==> config.mk <==
export PLATFORM = sky130hd
export DESIGN_NAME = tms_out_fifo
export DESIGN_NICKNAME = d
export VERILOG_FILES = /design/src/hdl/tms_pkg.sv /design/src/hdl/tms_out_fifo.sv
export SDC_FILE = /design/constraint.sdc
export NUM_CORES = 1
export LEC_CHECK = 0
export BUFFER_PORTS_ARGS = -buffer_cell sky130_fd_sc_hd__buf_2
export CAP_MARGIN = 30
export CORE_ASPECT_RATIO = 0.9
export CORE_MARGIN = 3
export CORE_UTILIZATION = 30
export CTS_CLUSTER_DIAMETER = 150
export DETAILED_ROUTE_END_ITERATION = 8
export GPL_TIMING_DRIVEN = 0
export PLACE_DENSITY = 0.53
export SETUP_SLACK_MARGIN = 0.5
export SYNTH_ARGS = -nofsm -noshare
export SYNTH_HDL_FRONTEND = slang
export SYNTH_SLANG_ARGS = --single-unit
==> constraint.sdc <==
create_clock -name i_clk -period 9.2 [get_ports i_clk]
set_input_delay 0.46 -clock i_clk [delete_from_list [all_inputs] [get_ports i_clk]]
set_output_delay 0.46 -clock i_clk [all_outputs]
set_load 0.02 [all_outputs]
==> src/hdl/tms_pkg.sv <==
// ----------------------------------------------------------------------------
// tms_pkg
// Shared types and constants of the Turing machine stepper.
// ----------------------------------------------------------------------------
package tms_pkg;

    localparam int TMS_TAPE_CELLS = 1048576;
    localparam int TMS_EDGE_GUARD = 8;
    localparam int TMS_OUT_DEPTH  = 4;

    localparam int TMS_TABLE_W  = 40;
    localparam int TMS_TARGET_W = 3;
    localparam int TMS_STEP_W   = 48;
    localparam int TMS_OFS_W    = 20;
    localparam int TMS_IDX_W    = 2;
    localparam int TMS_CFG_W    = 48;

    // register indexes of the configuration channel
    localparam logic [TMS_IDX_W-1:0] TMS_CFG_TABLE  = 2'd0;
    localparam logic [TMS_IDX_W-1:0] TMS_CFG_TARGET = 2'd1;
    localparam logic [TMS_IDX_W-1:0] TMS_CFG_BUDGET = 2'd2;

    typedef enum logic [1:0] {
        KIND_FIRE   = 2'd0,
        KIND_HALT   = 2'd1,
        KIND_EDGE   = 2'd2,
        KIND_BUDGET = 2'd3
    } t_kind;

    typedef struct packed {
        t_kind                        kind;
        logic [TMS_STEP_W-1:0]        step_count;
        logic signed [TMS_OFS_W-1:0]  head_offset;
        logic signed [TMS_OFS_W-1:0]  low_extent;
        logic signed [TMS_OFS_W-1:0]  high_extent;
        logic                         last;
    } t_result;

    // reports produced by one step, res0 first
    typedef struct packed {
        logic [1:0] count;
        t_result    res0;
        t_result    res1;
    } t_push;

endpackage

==> src/hdl/tms_out_fifo.sv <==
// ----------------------------------------------------------------------------
// tms_out_fifo
// Result queue: takes up to two reports per cycle, hands out one per
// transaction on the output stream.
// ----------------------------------------------------------------------------
module tms_out_fifo (
    input  logic             i_clk,
    input  logic             i_rst_n,
    input  tms_pkg::t_push   i_push,
    output logic             o_space2,
    output logic [2:0]       o_level,
    output tms_pkg::t_result o_head,
    output logic             o_valid,
    input  logic             i_ready
);

    localparam int DEPTH = tms_pkg::TMS_OUT_DEPTH;
    localparam int PW    = $clog2(DEPTH);

    tms_pkg::t_result r_mem [DEPTH];
    logic [PW-1:0]    r_wr, n_wr;
    logic [PW-1:0]    r_rd, n_rd;
    logic [PW:0]      r_count, n_count;
    logic             w_pop;

    assign w_pop = o_valid && i_ready;

    always_comb begin
        n_wr    = r_wr + PW'(i_push.count);
        n_rd    = r_rd + PW'(w_pop);
        n_count = r_count + (PW+1)'(i_push.count) - (PW+1)'(w_pop);
    end

    always_ff @(posedge i_clk) begin
        if (i_push.count != 2'd0) begin
            r_mem[r_wr] <= i_push.res0;
        end
        if (i_push.count == 2'd2) begin
            r_mem[r_wr + PW'(1)] <= i_push.res1;
        end
    end

    always_ff @(posedge i_clk) begin
        if (!i_rst_n) begin
            r_wr    <= '0;
            r_rd    <= '0;
            r_count <= '0;
        end else begin
            r_wr    <= n_wr;
            r_rd    <= n_rd;
            r_count <= n_count;
        end
    end

    assign o_valid  = (r_count != '0);
    assign o_head   = r_mem[r_rd];
    assign o_space2 = (r_count <= (PW+1)'(DEPTH - 2));
    assign o_level  = 3'(r_count);

endmodule

==> results.tsv <==
metric	value	unit
antenna_found_initial	12	
dp_hpwl	40.49	mm
clk_pin_slew	0.06	ns
dp_slack	6.163	ns
p_per_area	228.0	nW/um^2
syn_area_per_cell	19.49	sq um
skew	0.01678	ns
num_vias	12040	
cp_max_fo	10	
final.period_utilization	37.30	%
wl	60.09	mm
power_leakage	0.009396	uW
cts_htree_levels	2	
critPathArrivalTime	2.97	ns
cts_tree	done	
maxCapViolations	0	
clockRootBuffer	clkbuf_16	
criticalPathCategory	flip-flop to output pin	
cts_made_buffers	52	
fmax	291.4	MHz
drc	0	
place.gp.congestion	0.7369	
post_cts_buffers	0	
status	finished, final reports clean	
core_area	71800	sq um
period_minus_slack	3.432	ns
num_rows	93	
hold_path.class	input pin to flip-flop	
grt_usage	15.61	%
drt-initial-drc-count	638	
syn_inst	1118	
synth_nets	1349	
grt_setup_unrepaired	no	
clk_latency	0.57	ns
finalHoldViolations	0	
start_util	30.34	%
worstPathRequired	8.74	ns
via_per_inst	4.755	
yosysWarnings	0	
peakVddDrop	0.1427	mV
post_cts_resized	0	
clockBufferDepth	3	
first_pass_iters	4	
startpoint_type	flip-flop	
final_nets	1765	
setup_viol	0	
layout_setup_ws	5.768	ns
grt_pass1_wl	88.56	mm
synth_top_area_share	61.20	%
tightestPinTransition	0.9308	ns
synthesis.area	21780	sq um
drive_gt1_share	57.60	%
numPortBuffers	341	
clock-sinks	451	
synth_cell_types	30	
die_x	290.1	um
ys_seq_area_share	61.85	%
max_slew_margin	37.95	%
cp-end-kind	output pin	
drtAntennaViolNets	0	
die_area	75890	sq um
fin_util	37.38	%
gr-total-overflow	0	
synthTopCellsByArea	edfxtp_1 (61%), mux2_2 (15%), mux4_2 (11%), mux2_1 (8.0%), buf_4 (1.0%)	
grt_pass1_vias	13300	
ys_ff_latch	451	
cts-hold-fix-buffers	0	
grt_max_degree	25	
ios	343	
die_h	261.6	um
avgRoutedWirePerCell	23.73	um
synth_top_area_cell	edfxtp_1	
areaGrowthSynthToFinish	23.19	%
report.final.slew_viol_count	0	
## layout make-up
type / instances / area, sq um
diodes: 9 / 22.52
plain buffers: 75 / 493.0
clock buffers: 70 / 1420
clock inverters: 23 / 211.5
fillers: 6688 / 44960
inverters: 4 / 15.01
multi-input cells: 588 / 7841
flip-flops and latches: 451 / 13470
well taps: 950 / 1189
repair buffers: 362 / 2172
## kinds of logic after synthesis
| family | synth area share (%) |
|---|---|
| mux | 34.61 |
| fa+ha+maj | 0.2642 |
| compound gates | 0.1895 |
| flops | 61.85 |
| buf+inv | 2.332 |
| xor+xnor | 0.2068 |
| simple gates | 0.5514 |
## power breakdown
| part | switching, uW | internal (uW) |
|---|---|---|
| clock network | 824 | 1190 |
| logic | 873 | 661 |
| registers | 53.7 | 2520 |
## registers in the layout, indices dropped and copies added, names as in the netlist
register,flops
o_level,3
r_mem,444
r_rd,2
r_wr,2
## placed cells by master, fill, tap and decap left out, drive strengths merged, types with 3 or more instances in the layout
master / Yosys / final
diode: 0 / 9
mux4: 111 / 111
bufinv: 0 / 4
dfxtp: 7 / 7
and2: 3 / 3
ha: 3 / 3
buf: 69 / 431
clkbuf: 6 / 76
edfxtp: 444 / 444
mux2i: 4 / 4
mux2: 444 / 444
clkinv: 0 / 17
inv: 4 / 4
## worst max-delay path, cell delays in order, from the launching register on
cell      delay [ns]
dfxtp_1         0.31
clkbuf_1        0.30
buf_2           0.50
clkbuf_1        0.65
mux4_2          0.43
buf_2           0.18
## routing by layer
metal | global-route usage [%] | wire [um] | vias to the layer above
li1 | - | - | 5492
met1 | 20.49 | 26070 | 6204
met2 | 26.29 | 29600 | 262
met3 | 3.811 | 3341 | 74
met4 | 3.513 | 1028 | 8
met5 | 0 | 57 | -
## worst paths after layout
path | from | cells after the start | endpoint | slack, ns
setup / recovery | r_rd[1] | 5 | o_head[88] | 5.77
hold / removal | i_push[200] | 2 | r_mem[2][89] | 0.21
setup reg to reg | r_wr[1] | 8 | r_mem[0][63] | 6.27
hold reg to reg | r_wr[0] | 2 | r_wr[0] | 0.74
## synth_stat cells
cell,number
edfxtp_1,444
mux2_2,289
mux2_1,155
mux4_2,111
buf_4,29
buf_2,28
buf_6,9
dfxtp_1,7
clkbuf_1,6
inv_1,4
mux2i_1,4
and2_1,3
buf_1,3
ha_1,3
and4bb_1,2
nand2_1,2
nand2b_1,2
nor2_1,2
nor2b_1,2
o21bai_1,2
xnor3_1,2
a21oi_1,1
fa_1,1
nand4b_1,1
nor4b_2,1
o21ai_0,1
o311ai_0,1
o31ai_1,1
or2_2,1
or3_1,1
## metrics by stage
step	cell area, sq um	TNS, ns	hold slack [ns]	total power, uW	cells
detailed placement	25180	0	0.7141	4193	2430
global placement	24680	-1062.97	0.6931	4199	2409
floorplan	21780	0	0.5817	3602	1118
global route	26820	0	0.1782	6397	2526
CTS	26810	0	0.1527	6230	2523
finish	26840	0	0.2061	6118	2532
Power figures use the tool's default switching activity.
